## src/rtl/rrc_pkg.sv

```systemverilog
// shared types, codes and constants of the rebuild recovery and retry controller
package rrc_pkg;

  localparam int unsigned TIME_W    = 32;
  localparam int unsigned COUNT_W   = 32;
  localparam int unsigned GEN_W     = 32;
  localparam int unsigned LIMIT_W   = 8;
  localparam int unsigned ATTEMPT_W = 8;
  localparam int unsigned REASON_W  = 3;
  localparam int unsigned CR_W      = 4;
  localparam int unsigned SEL_W     = 3;
  localparam int unsigned NUM_CNT   = 6;
  localparam int unsigned CNT_IDX_W = 3;
  localparam int unsigned SHIFT_W   = $clog2(TIME_W);

  localparam int unsigned APB_ADDR_W = 5;
  localparam int unsigned APB_DATA_W = 32;
  localparam int unsigned REG_IDX_W  = 3;

  localparam int unsigned IN_DATA_W  = 48;
  localparam int unsigned IN_USER_W  = 4;
  localparam int unsigned OUT_DATA_W = 152;

  localparam logic [ATTEMPT_W-1:0] ATTEMPT_MAX = '1;

  typedef enum logic [2:0] {
    MODE_READY     = 3'd0,
    MODE_INCR      = 3'd1,
    MODE_REQ       = 3'd2,
    MODE_FLIGHT    = 3'd3,
    MODE_BACKOFF   = 3'd4,
    MODE_DEGRADED  = 3'd5,
    MODE_SUSPENDED = 3'd6
  } mode_e;

  typedef enum logic [3:0] {
    EV_RESET      = 4'd0,
    EV_INVALIDATE = 4'd1,
    EV_REQUEST    = 4'd2,
    EV_INCR_PEND  = 4'd3,
    EV_INCR_OK    = 4'd4,
    EV_TRY_BEGIN  = 4'd5,
    EV_SUCCEEDED  = 4'd6,
    EV_FAILURE    = 4'd7,
    EV_COMMIT     = 4'd8,
    EV_STALE      = 4'd9,
    EV_SUSPEND    = 4'd10,
    EV_RESUME     = 4'd11
  } kind_e;

  typedef enum logic [1:0] {
    ACT_NONE     = 2'd0,
    ACT_DROP     = 2'd1,
    ACT_RETRY    = 2'd2,
    ACT_DEGRADED = 2'd3
  } action_e;

  localparam logic [REASON_W-1:0] RSN_NONE      = 3'd0;
  localparam logic [REASON_W-1:0] RSN_WORKSPACE = 3'd1;
  localparam logic [REASON_W-1:0] RSN_RES_GEN   = 3'd2;
  localparam logic [REASON_W-1:0] RSN_DATA_REV  = 3'd3;
  localparam logic [REASON_W-1:0] RSN_SCHEDULER = 3'd4;
  localparam logic [REASON_W-1:0] RSN_PAYLOAD   = 3'd5;
  localparam logic [REASON_W-1:0] RSN_WORKER    = 3'd6;

  localparam logic [CR_W-1:0] CR_APPLIED     = 4'd0;
  localparam logic [CR_W-1:0] CR_STALE_A     = 4'd1;
  localparam logic [CR_W-1:0] CR_STALE_B     = 4'd2;
  localparam logic [CR_W-1:0] CR_STALE_C     = 4'd3;
  localparam logic [CR_W-1:0] CR_STALE_D     = 4'd4;
  localparam logic [CR_W-1:0] CR_WORKSPACE_A = 4'd5;
  localparam logic [CR_W-1:0] CR_WORKSPACE_B = 4'd6;
  localparam logic [CR_W-1:0] CR_RES_GEN     = 4'd7;
  localparam logic [CR_W-1:0] CR_DATA_REV    = 4'd8;
  localparam logic [CR_W-1:0] CR_DESCRIPTOR  = 4'd9;
  localparam logic [CR_W-1:0] CR_PAYLOAD     = 4'd10;

  localparam logic [CNT_IDX_W-1:0] CNT_REQ      = 3'd0;
  localparam logic [CNT_IDX_W-1:0] CNT_ATTEMPT  = 3'd1;
  localparam logic [CNT_IDX_W-1:0] CNT_RETRY    = 3'd2;
  localparam logic [CNT_IDX_W-1:0] CNT_DEGRADED = 3'd3;
  localparam logic [CNT_IDX_W-1:0] CNT_SOFT     = 3'd4;
  localparam logic [CNT_IDX_W-1:0] CNT_STALE    = 3'd5;

  localparam logic [REG_IDX_W-1:0] REG_WS_LIMIT    = 3'd0;
  localparam logic [REG_IDX_W-1:0] REG_SCHED_LIMIT = 3'd1;
  localparam logic [REG_IDX_W-1:0] REG_PAY_LIMIT   = 3'd2;
  localparam logic [REG_IDX_W-1:0] REG_WRK_LIMIT   = 3'd3;
  localparam logic [REG_IDX_W-1:0] REG_INIT_BO     = 3'd4;
  localparam logic [REG_IDX_W-1:0] REG_MAX_BO      = 3'd5;

  typedef struct packed {
    logic [LIMIT_W-1:0] ws_limit;
    logic [LIMIT_W-1:0] sched_limit;
    logic [LIMIT_W-1:0] payload_limit;
    logic [LIMIT_W-1:0] worker_limit;
    logic [TIME_W-1:0]  init_backoff;
    logic [TIME_W-1:0]  max_backoff;
  } cfg_t;

  typedef struct packed {
    logic [3:0]          kind;
    logic [REASON_W-1:0] reason;
    logic [CR_W-1:0]     commit_result;
    logic [TIME_W-1:0]   current_time;
    logic                option_flag;
    logic [SEL_W-1:0]    counter_select;
  } event_t;

  typedef struct packed {
    mode_e                mode;
    action_e              action;
    logic                 began;
    logic                 retry_due;
    logic                 needs_rebuild;
    logic [GEN_W-1:0]     generation;
    logic [GEN_W-1:0]     last_good_generation;
    logic [ATTEMPT_W-1:0] attempts;
    logic [REASON_W-1:0]  last_reason;
    logic [TIME_W-1:0]    retry_time;
    logic                 rebuild_after_resume;
    logic [COUNT_W-1:0]   counter_value;
  } result_t;

  function automatic logic is_rebuild_mode(mode_e m);
    return (m == MODE_REQ) || (m == MODE_FLIGHT) || (m == MODE_BACKOFF);
  endfunction

endpackage

```

## src/rtl/rrc_core.sv

```systemverilog
// controller state, event decode, retry backoff and diagnostic counters
module rrc_core
  import rrc_pkg::*;
(
  input  logic    clk_i,
  input  logic    rst_ni,
  input  logic    step_i,
  input  event_t  ev_i,
  input  cfg_t    cfg_i,
  output result_t res_o
);

  mode_e                mode_q, mode_d;
  logic [GEN_W-1:0]     gen_q, gen_d;
  logic [GEN_W-1:0]     good_q, good_d;
  logic [REASON_W-1:0]  reason_q, reason_d;
  logic [ATTEMPT_W-1:0] att_q, att_d;
  logic [TIME_W-1:0]    retry_q, retry_d;
  logic                 pend_q, pend_d;
  logic [COUNT_W-1:0]   cnt_q [NUM_CNT];
  logic [COUNT_W-1:0]   cnt_d [NUM_CNT];
  logic [NUM_CNT-1:0]   inc;

  logic                 fail_req;
  logic [REASON_W-1:0]  fail_reason;
  logic [LIMIT_W-1:0]   limit;
  logic                 do_succeed;
  logic                 do_stale;
  action_e              action;
  logic                 began;

  logic [ATTEMPT_W-1:0] shift_amt;
  logic [2*TIME_W-1:0]  shifted;
  logic [TIME_W-1:0]    backoff;
  logic [TIME_W:0]      due_sum;
  logic [TIME_W-1:0]    due_time;

  // backoff = min(max, init << (attempts - 1))
  always_comb begin
    shift_amt = (att_q != '0) ? att_q - ATTEMPT_W'(1) : '0;
    shifted   = {{TIME_W{1'b0}}, cfg_i.init_backoff} << shift_amt[SHIFT_W-1:0];
    if (cfg_i.init_backoff == '0) begin
      backoff = '0;
    end else if (shift_amt >= ATTEMPT_W'(TIME_W)) begin
      backoff = cfg_i.max_backoff;
    end else if (shifted < {{TIME_W{1'b0}}, cfg_i.max_backoff}) begin
      backoff = shifted[TIME_W-1:0];
    end else begin
      backoff = cfg_i.max_backoff;
    end
    due_sum  = {1'b0, ev_i.current_time} + {1'b0, backoff};
    due_time = due_sum[TIME_W] ? '1 : due_sum[TIME_W-1:0];
  end

  always_comb begin
    case (fail_reason)
      RSN_WORKSPACE, RSN_RES_GEN, RSN_DATA_REV: limit = cfg_i.ws_limit;
      RSN_SCHEDULER:                            limit = cfg_i.sched_limit;
      RSN_PAYLOAD:                              limit = cfg_i.payload_limit;
      default:                                  limit = cfg_i.worker_limit;
    endcase
  end

  always_comb begin
    mode_d      = mode_q;
    gen_d       = gen_q;
    good_d      = good_q;
    reason_d    = reason_q;
    att_d       = att_q;
    retry_d     = retry_q;
    pend_d      = pend_q;
    inc         = '0;
    fail_req    = 1'b0;
    fail_reason = ev_i.reason;
    do_succeed  = 1'b0;
    do_stale    = 1'b0;
    action      = ACT_NONE;
    began       = 1'b0;

    unique case (ev_i.kind)
      EV_RESET: begin
        if (ev_i.option_flag) gen_d = gen_q + GEN_W'(1);
        mode_d   = MODE_READY;
        reason_d = RSN_NONE;
        att_d    = '0;
        retry_d  = '0;
        pend_d   = 1'b0;
      end
      EV_INVALIDATE: begin
        gen_d    = gen_q + GEN_W'(1);
        att_d    = '0;
        retry_d  = '0;
        reason_d = ev_i.reason;
        if (mode_q == MODE_SUSPENDED) begin
          pend_d = 1'b1;
        end else begin
          mode_d       = MODE_REQ;
          inc[CNT_REQ] = 1'b1;
        end
      end
      EV_REQUEST: begin
        reason_d = ev_i.reason;
        if (mode_q == MODE_SUSPENDED) begin
          pend_d = 1'b1;
        end else if (mode_q == MODE_READY || mode_q == MODE_INCR) begin
          mode_d       = MODE_REQ;
          inc[CNT_REQ] = 1'b1;
        end
      end
      EV_INCR_PEND: begin
        if (mode_q == MODE_READY) mode_d = MODE_INCR;
      end
      EV_INCR_OK: begin
        if (mode_q == MODE_INCR) begin
          mode_d = MODE_READY;
          good_d = gen_q;
        end
      end
      EV_TRY_BEGIN: begin
        if (mode_q == MODE_REQ ||
            (mode_q == MODE_BACKOFF && ev_i.current_time >= retry_q)) begin
          mode_d           = MODE_FLIGHT;
          retry_d          = '0;
          att_d            = (att_q != ATTEMPT_MAX) ? att_q + ATTEMPT_W'(1) : att_q;
          inc[CNT_ATTEMPT] = 1'b1;
          began            = 1'b1;
        end
      end
      EV_SUCCEEDED: do_succeed = 1'b1;
      EV_FAILURE:   fail_req   = 1'b1;
      EV_COMMIT: begin
        case (ev_i.commit_result)
          CR_APPLIED: do_succeed = 1'b1;
          CR_STALE_A, CR_STALE_B, CR_STALE_C, CR_STALE_D: begin
            do_stale = 1'b1;
            action   = ACT_DROP;
          end
          CR_WORKSPACE_A, CR_WORKSPACE_B: begin
            inc[CNT_SOFT] = 1'b1;
            fail_req      = 1'b1;
            fail_reason   = RSN_WORKSPACE;
          end
          CR_RES_GEN: begin
            inc[CNT_SOFT] = 1'b1;
            fail_req      = 1'b1;
            fail_reason   = RSN_RES_GEN;
          end
          CR_DATA_REV: begin
            fail_req    = 1'b1;
            fail_reason = RSN_DATA_REV;
          end
          CR_DESCRIPTOR, CR_PAYLOAD: begin
            fail_req    = 1'b1;
            fail_reason = RSN_PAYLOAD;
          end
          default: begin
            fail_req    = 1'b1;
            fail_reason = RSN_WORKER;
          end
        endcase
      end
      EV_STALE: do_stale = 1'b1;
      EV_SUSPEND: begin
        pend_d  = is_rebuild_mode(mode_q);
        mode_d  = MODE_SUSPENDED;
        retry_d = '0;
      end
      EV_RESUME: begin
        if (mode_q == MODE_SUSPENDED) begin
          if (ev_i.option_flag || pend_q) begin
            mode_d       = MODE_REQ;
            inc[CNT_REQ] = 1'b1;
          end else begin
            mode_d = MODE_READY;
          end
          pend_d = 1'b0;
        end
      end
      default: ;
    endcase

    if (do_succeed) begin
      mode_d   = MODE_READY;
      good_d   = gen_q;
      reason_d = RSN_NONE;
      att_d    = '0;
      retry_d  = '0;
      pend_d   = 1'b0;
    end

    if (do_stale) begin
      inc[CNT_STALE] = 1'b1;
      if (mode_q == MODE_FLIGHT) mode_d = MODE_READY;
    end

    // a zero limit also lands here since attempts >= 0
    if (fail_req) begin
      reason_d = fail_reason;
      if (att_q >= limit) begin
        mode_d            = MODE_DEGRADED;
        retry_d           = '0;
        inc[CNT_DEGRADED] = 1'b1;
        action            = ACT_DEGRADED;
      end else begin
        mode_d         = MODE_BACKOFF;
        retry_d        = due_time;
        inc[CNT_RETRY] = 1'b1;
        action         = ACT_RETRY;
      end
    end

    for (int i = 0; i < NUM_CNT; i++) begin
      cnt_d[i] = cnt_q[i] + COUNT_W'(inc[i]);
    end
  end

  always_ff @(posedge clk_i or negedge rst_ni) begin
    if (!rst_ni) begin
      mode_q   <= MODE_READY;
      gen_q    <= '0;
      good_q   <= '0;
      reason_q <= RSN_NONE;
      att_q    <= '0;
      retry_q  <= '0;
      pend_q   <= 1'b0;
      for (int i = 0; i < NUM_CNT; i++) cnt_q[i] <= '0;
    end else if (step_i) begin
      mode_q   <= mode_d;
      gen_q    <= gen_d;
      good_q   <= good_d;
      reason_q <= reason_d;
      att_q    <= att_d;
      retry_q  <= retry_d;
      pend_q   <= pend_d;
      for (int i = 0; i < NUM_CNT; i++) cnt_q[i] <= cnt_d[i];
    end
  end

  always_comb begin
    res_o.mode                 = mode_d;
    res_o.action               = action;
    res_o.began                = began;
    res_o.retry_due            = (mode_d == MODE_BACKOFF) && (ev_i.current_time >= retry_d);
    res_o.needs_rebuild        = is_rebuild_mode(mode_d);
    res_o.generation           = gen_d;
    res_o.last_good_generation = good_d;
    res_o.attempts             = att_d;
    res_o.last_reason          = reason_d;
    res_o.retry_time           = retry_d;
    res_o.rebuild_after_resume = pend_d;
    res_o.counter_value        = (ev_i.counter_select < SEL_W'(NUM_CNT)) ?
                                 cnt_d[ev_i.counter_select[CNT_IDX_W-1:0]] : '0;
  end

endmodule

```

## src/rtl/rebuild_recovery_retry_controller_unit.sv

```systemverilog
// top level: apb registers, event input register, core and status output register
//
//  channel   dir  handshake                      payload
//  s_axis    in   s_axis_tvalid / s_axis_tready  tuser kind, tdata event fields
//  m_axis    out  m_axis_tvalid / m_axis_tready  tdata status fields
//  apb       in   psel, penable, pwrite, pready  six config registers at 4*i
//
//  one event per cycle while m_axis_tready is high; an event is held in the
//  input register and its status word leaves from the output register.
//  state is updated as the event moves into the output register. a stalled
//  output register holds the input register, and s_axis_tready falls only
//  when both are full. reset clears all state, counters and config to their
//  reset values at once.
module rebuild_recovery_retry_controller_unit
  import rrc_pkg::*;
(
  input  logic                  clk_i,
  input  logic                  rst_ni,
  input  logic                  s_axis_tvalid,
  output logic                  s_axis_tready,
  // reason, commit_result, current_time, option_flag, counter_select, zero pad
  input  logic [IN_DATA_W-1:0]  s_axis_tdata,
  // kind
  input  logic [IN_USER_W-1:0]  s_axis_tuser,
  output logic                  m_axis_tvalid,
  input  logic                  m_axis_tready,
  // mode, action, began, retry_due, needs_rebuild, generation_out,
  // last_good_generation, attempts, last_reason_out, retry_time,
  // rebuild_after_resume, counter_value, zero pad
  output logic [OUT_DATA_W-1:0] m_axis_tdata,
  input  logic                  psel,
  input  logic                  penable,
  input  logic                  pwrite,
  input  logic [APB_ADDR_W-1:0] paddr,
  input  logic [APB_DATA_W-1:0] pwdata,
  output logic [APB_DATA_W-1:0] prdata,
  output logic                  pready
);

  cfg_t                  cfg_q;
  logic [REG_IDX_W-1:0]  reg_idx;
  logic                  cfg_wr;

  logic                  in_vld_q;
  event_t                ev_q;
  logic                  out_vld_q;
  result_t               res_q;
  result_t               res;
  logic                  step;

  assign pready  = 1'b1;
  assign reg_idx = paddr[APB_ADDR_W-1:2];
  assign cfg_wr  = psel & penable & pwrite & pready;

  always_ff @(posedge clk_i or negedge rst_ni) begin
    if (!rst_ni) begin
      cfg_q.ws_limit      <= LIMIT_W'(3);
      cfg_q.sched_limit   <= LIMIT_W'(3);
      cfg_q.payload_limit <= LIMIT_W'(1);
      cfg_q.worker_limit  <= LIMIT_W'(3);
      cfg_q.init_backoff  <= TIME_W'(100);
      cfg_q.max_backoff   <= TIME_W'(10000);
    end else if (cfg_wr) begin
      unique case (reg_idx)
        REG_WS_LIMIT:    cfg_q.ws_limit      <= pwdata[LIMIT_W-1:0];
        REG_SCHED_LIMIT: cfg_q.sched_limit   <= pwdata[LIMIT_W-1:0];
        REG_PAY_LIMIT:   cfg_q.payload_limit <= pwdata[LIMIT_W-1:0];
        REG_WRK_LIMIT:   cfg_q.worker_limit  <= pwdata[LIMIT_W-1:0];
        REG_INIT_BO:     cfg_q.init_backoff  <= pwdata[TIME_W-1:0];
        REG_MAX_BO:      cfg_q.max_backoff   <= pwdata[TIME_W-1:0];
        default: ;
      endcase
    end
  end

  always_comb begin
    unique case (reg_idx)
      REG_WS_LIMIT:    prdata = APB_DATA_W'(cfg_q.ws_limit);
      REG_SCHED_LIMIT: prdata = APB_DATA_W'(cfg_q.sched_limit);
      REG_PAY_LIMIT:   prdata = APB_DATA_W'(cfg_q.payload_limit);
      REG_WRK_LIMIT:   prdata = APB_DATA_W'(cfg_q.worker_limit);
      REG_INIT_BO:     prdata = APB_DATA_W'(cfg_q.init_backoff);
      REG_MAX_BO:      prdata = APB_DATA_W'(cfg_q.max_backoff);
      default:         prdata = '0;
    endcase
  end

  assign step          = in_vld_q & (~out_vld_q | m_axis_tready);
  assign s_axis_tready = ~in_vld_q | step;

  always_ff @(posedge clk_i or negedge rst_ni) begin
    if (!rst_ni) begin
      in_vld_q  <= 1'b0;
      out_vld_q <= 1'b0;
    end else begin
      if (s_axis_tready) in_vld_q <= s_axis_tvalid;
      if (step) begin
        out_vld_q <= 1'b1;
      end else if (m_axis_tready) begin
        out_vld_q <= 1'b0;
      end
    end
  end

  always_ff @(posedge clk_i) begin
    if (s_axis_tready && s_axis_tvalid) begin
      ev_q.kind           <= s_axis_tuser[3:0];
      ev_q.reason         <= s_axis_tdata[2:0];
      ev_q.commit_result  <= s_axis_tdata[6:3];
      ev_q.current_time   <= s_axis_tdata[38:7];
      ev_q.option_flag    <= s_axis_tdata[39];
      ev_q.counter_select <= s_axis_tdata[42:40];
    end
    if (step) res_q <= res;
  end

  rrc_core u_core (
    .clk_i  (clk_i),
    .rst_ni (rst_ni),
    .step_i (step),
    .ev_i   (ev_q),
    .cfg_i  (cfg_q),
    .res_o  (res)
  );

  assign m_axis_tvalid = out_vld_q;
  assign m_axis_tdata  = {4'b0000,
                          res_q.counter_value,
                          res_q.rebuild_after_resume,
                          res_q.retry_time,
                          res_q.last_reason,
                          res_q.attempts,
                          res_q.last_good_generation,
                          res_q.generation,
                          res_q.needs_rebuild,
                          res_q.retry_due,
                          res_q.began,
                          res_q.action,
                          res_q.mode};

endmodule

```

## config.mk

```make
export PLATFORM = sky130hd
export DESIGN_NAME = rebuild_recovery_retry_controller_unit
export DESIGN_NICKNAME = d
export VERILOG_FILES = /design/src/rtl/rrc_pkg.sv /design/src/rtl/rrc_core.sv /design/src/rtl/rebuild_recovery_retry_controller_unit.sv
export SDC_FILE = /design/constraint.sdc
export NUM_CORES = 2
export LEC_CHECK = 0
export ABC_AREA = 1
export BUFFER_PORTS_ARGS = -buffer_cell sky130_fd_sc_hd__buf_2
export CAP_MARGIN = 20
export CORE_ASPECT_RATIO = 1.25
export CORE_MARGIN = 2
export CORE_UTILIZATION = 30
export CTS_CLUSTER_SIZE = 12
export DETAILED_ROUTE_END_ITERATION = 7
export PLACE_DENSITY = 0.47
export SYNTH_ARGS = -nofsm -noshare
export SYNTH_HDL_FRONTEND = slang
export SYNTH_HIERARCHICAL = 1
export SYNTH_SLANG_ARGS = --single-unit
```

## constraint.sdc

```tcl
create_clock -name clk_i -period 12.5 [get_ports clk_i]
set_input_delay 0.625 -clock clk_i [delete_from_list [all_inputs] [get_ports clk_i]]
set_output_delay 0.625 -clock clk_i [all_outputs]
set_load 0.03 [all_outputs]
```

* Word-level counts from Yosys, hierarchy flattened
Cells that the tools add are included.
** Cells by class
- Multiply operators :: 0
- Reduce and logical (&&, ||, !) cells :: 32
- Mux-type cells :: 73
- Divide/modulo/power cells :: 0
- Shifts and indexed selects :: 1
- Equal/unequal tests :: 40
- Add/subtract/negate cells :: 10
- Bitwise logic cells :: 8
- Magnitude comparators :: 7
** Operators with widths (count)
- 2-to-1 mux 32 bit :: 14
- adder 32 x 1 -> 32 bit :: 6
- case mux 32 bit (6 select lines) :: 1
- case mux 32 bit (2 select lines) :: 2
- binary-select mux 32 bit (select 3 bit) :: 1
- greater-or-equal comparator 32 bit :: 2
- < comparator 64 x 32 -> 1 bit :: 1
- << shifter 32 x 5 -> 64 bit :: 1
- 2-to-1 mux 3 bit :: 14
- adder 32 x 32 -> 33 bit :: 1
- adder 32 x 1 -> 32 bit, second input constant :: 1
- == test 4 x 3 -> 1 bit, second input constant :: 8
- zero test 32 bit :: 1
- 2-to-1 mux 8 bit :: 4
- == test 4 bit, second input constant :: 7
- == test 3 x 2 -> 1 bit, second input constant :: 8
- case mux 3 bit (8 select lines) :: 1
- case mux 8 bit (3 select lines) :: 1
- 2-to-1 mux 1 bit :: 23
- == test 3 bit, second input constant :: 7
- == test 4 x 2 -> 1 bit, second input constant :: 4
- case mux 8 bit (2 select lines) :: 1
- case mux 3 bit (5 select lines) :: 1
- AND reduction 2 bit :: 6
- other kinds (28) :: 55
** Word-level totals
- RAM bits :: 0
- ROM bits :: 0
- Memories kept :: 0
- Output and inout port bits :: 187
- Register bits after elaboration :: 596
- Latch bits :: 0

* Longest topological paths before layout
- Depth after elaboration :: 14
- Mapped depth :: 57
- Mapped depth without buffers :: 54

* By module
The synthesis kept the hierarchy.
** By module, submodules not included
- rrc_core :: times used 1, cells each 4129, area each 26614.3 um^2
- rebuild_recovery_retry_controller_unit :: times used 1, cells each 757, area each 10493.8 um^2

* Worst setup path after synthesis
Ideal clock, no wire load.
- Path kind :: input to register
- Start point :: in m_axis_tready
- End point :: reg u_core.att_q[0]
- Arrival time :: 11045 ps
- Stages on the path :: 8
- Data required time :: 12367 ps
- Setup slack :: 1322 ps
- Library setup time :: 133 ps
- Buffers on the path :: 3
- Path through :: inv_1 > a21oi_1 > clkinv_1 > clkbuf_1 > clkbuf_1 > clkbuf_1 > nand2_1 > o21ai_0
** Between the ends
- Word-level cells in the longest chain between the ends :: 2
** RTL lines
- start, declared :: line rebuild_recovery_retry_controller_unit.sv:26 : input logic m_axis_tready,
- OR 1 bit :: line rebuild_recovery_retry_controller_unit.sv:88 : assign step = in_vld_q & (~out_vld_q | m_axis_tready);
- bitwise AND 1 bit :: line rebuild_recovery_retry_controller_unit.sv:88
- net step :: line rebuild_recovery_retry_controller_unit.sv:49 : logic step;
- end signal, assigned :: line rrc_core.sv:232 : att_q <= att_d;
- end, declared :: line rrc_core.sv:17 : logic [ATTEMPT_W-1:0] att_q, att_d;
The timed path passes the listed nets, and every way through them passes these cells.
A chain may end at the register's enable or synchronous reset.

==> impl_metrics.ini <==
[synthesis]
synth_top_area_cell = dfrtp_1
synth_compound_area_frac = 0.131
synth_area_per_cell_um2 = 7.59
ys_ff_latch = 596
synth.mux.area_fraction = 0.000539
synth_top_area_frac = 0.260
ys_seq_area_frac = 0.429
synthArstFlopShare = 0.673
synth_common_cells = nand2_1, o21ai_0, inv_1
synth_cell_types = 61
synth_top_family_by_area = simple AND/OR/NAND/NOR gates
post-synth-top-count-cell = nand2_1
synth_warnings = 6
synth_area_leaders = dfrtp_1, edfxtp_1, nand2_1, o21ai_0, nand3_1
yosys.area_share.simple = 0.268
synth_top_flop_cell = dfrtp_1
syn_area_um2 = 37100
synth_xor_area_frac = 0.0406
synth_edf_count = 195
netlist_instances = 4886
synthAdderAreaFrac = 0.0511

[floorplan]
io_pins = 283
num_rows = 144
die_w_um = 319
core_area_um2 = 123000
die-area_um2 = 127000
start_util = 0.302
die_y_um = 397

[routing]
ant_nets = 0
wl_um = 126000
drt-initial-drc-count = 2133
drtPass1Iterations = 6
drc_errors = 0
wire_per_inst_um = 18.7
viasPerCell = 4.93
dr_total_vias = 33200

[timing]
finalHoldViolations = 0
clock_skew_ps = 29.4
slew_headroom = 0.277
tightest_slew_ps = 1070
fin_hold_ws_ps = 12.0
setup_viol_count_final = 0
max_freq_mhz = 98.9
rsz0062_at_grt = no
tns_ps = 0
post-route-min-period_ps = 10110
fin_crit_sh = 0.809
slew_viol_final = 0

[power_and_ir_drop]
worst_ir_drop_vdd_uv = 115
cellLeakagePower_nw = 18.9
power_density_nw_per_um2 = 217
power_mw = 9.15

[clock_tree]
ctsHoldBuffers = 0
cts_tree = built
post_cts_resized = 0
cts_sinks = 596
post-cts-setup-buffers = 0
cts-root-buf = clkbuf_16
cts_buffers = 74
clk_latency_ps = 670
clk_pin_slew_ps = 60
clock_path_buffers = 3
ctsHtreeMaxLevel = 3

[finish]
register_area_um2 = 15900
fill_cells = 13200
multi_input_area_um2 = 18300
nNetsFinal = 5313
fin_area_um2 = 42100
layout-drive-gt1-share = 0.0972
syn2layout_area_growth_pct = 13.6

[worst_setup_path]
crit_type = flop to flop
end_kind = flop
crit_family = compound AO/OA/AOI/OAI gates
crit_top_cell = nand2_1
cpPeakStageDelay_ps = 720
reg2reg_slack_ps = 2390
crit_buf_inv = 6
critPathMaxFanout = 46
startpoint_type = flop
arrival_ps = 10520
required_ps = 12910
cp_slowest_cell = o21ai_4

[global_route]
overflow = 0
grt_max_degree = 139
grt_pass1_vias = 32300
grt_usage = 0.195
antenna_found_initial = 3
grt_pass1_wl_um = 192000

[outcome]
status = complete, no violations

[run]
maxCapViolations = 0

[place]
detailedPlacementHpwl_um = 92500
io_buffers = 270
placed_area_um2 = 39800
gp_congestion = 0.926

[min_path]
hp-class = primary input to asynchronous set/reset pin
[cell families (layout without fill, tap and decap cells)]
group                    count (synthesis)  after routing
AO/OA/AOI/OAI                          900            900
XOR/XNOR                               172            172
adder cells (fa/ha/maj)                151            151
buffers and inverters                  733            969
flip-flops                             596            596
multiplexers                             2              2
other                                    2              7
AND/OR/NAND/NOR                       2330           2330
[state kept, by name, indices dropped and copies added, names as in the netlist]
signal and cells:
cfg_q 96, ev_q 47, in_vld_q 1, m_axis_tdata 148, m_axis_tvalid 1, u_core/att_q 8
u_core/cnt_q 192, u_core/gen_q 32, u_core/good_q 32, u_core/mode_q 3, u_core/pend_q 1, u_core/reason_q 3
u_core/retry_q 32
[placed cells by master (no fill, tap or decap), types with 150 or more instances in the layout]
cell type  Yosys  final
nand2_1     1297   1296
buf_2         33    269
inv_1        518    516
nand3_1      390    389
nor2_1       362    360
a21oi_1      156    155
dfrtp_1      386    386
edfxtp_1     195    195
o21ai_0      533    532
ha_1         150    150
[per-stage QoR]
step                      setup slack (ps)  utilization  instances
after floorplan                       1320            -       4889
after global placement                2480        0.324       6595
after detailed placement              2410        0.324       6595
after CTS                             2300        0.342       6730
after global routing                  1350        0.342       6731
final                                 2390        0.343       6733
[report_power, final]
part	leakage (nW)	switching (mW)	internal (mW)	total, mW
Clock	1.13	0.908	1.19	2.10
Sequential	7.14	0.430	2.52	2.95
Combinational	10.6	2.85	1.25	4.10
[routing by layer]
metal / track usage / vias up / part of all wire
met5: 0 / - / 0.00019
met4: 0.0697 / 4 / 0.031
met3: 0.0256 / 173 / 0.040
met2: 0.355 / 737 / 0.51
met1: 0.235 / 15700 / 0.42
li1: - / 16600 / -
[path summary, 6_finish.rpt]
check | startpoint | endpoint | depth (start not counted)
setup / recovery | u_core/att_q[0]$_DFFE_PN0P_ | m_axis_tdata[6]$_DFFE_PP_ | 47
hold / removal | rst_ni | u_core/cnt_q[59]$_DFFE_PN0P_ | 1
setup reg to reg | u_core/att_q[0]$_DFFE_PN0P_ | m_axis_tdata[6]$_DFFE_PP_ | 47
hold reg to reg | u_core/cnt_q[96]$_DFFE_PN0P_ | u_core/cnt_q[96]$_DFFE_PN0P_ | 2
max in group asynchronous | rst_ni | cfg_q[11]$_DFFE_PN0P_ | 3
min in group clk_i | s_axis_tdata[39] | ev_q[3]$_DFFE_PP_ | 1
[final cells by class]
| cell class | instances | area share |
|---|---|---|
| multi-input combinational | 3560 | 0.433 |
| sequential | 596 | 0.377 |
| clock buffer | 100 | 0.0482 |
| tap | 1606 | 0.0477 |
| inverter | 528 | 0.0472 |
| timing repair buffer | 306 | 0.0395 |
| clock inverter | 35 | 0.00656 |
| antenna | 2 | 0.000119 |
Power figures use the tool's default switching activity.
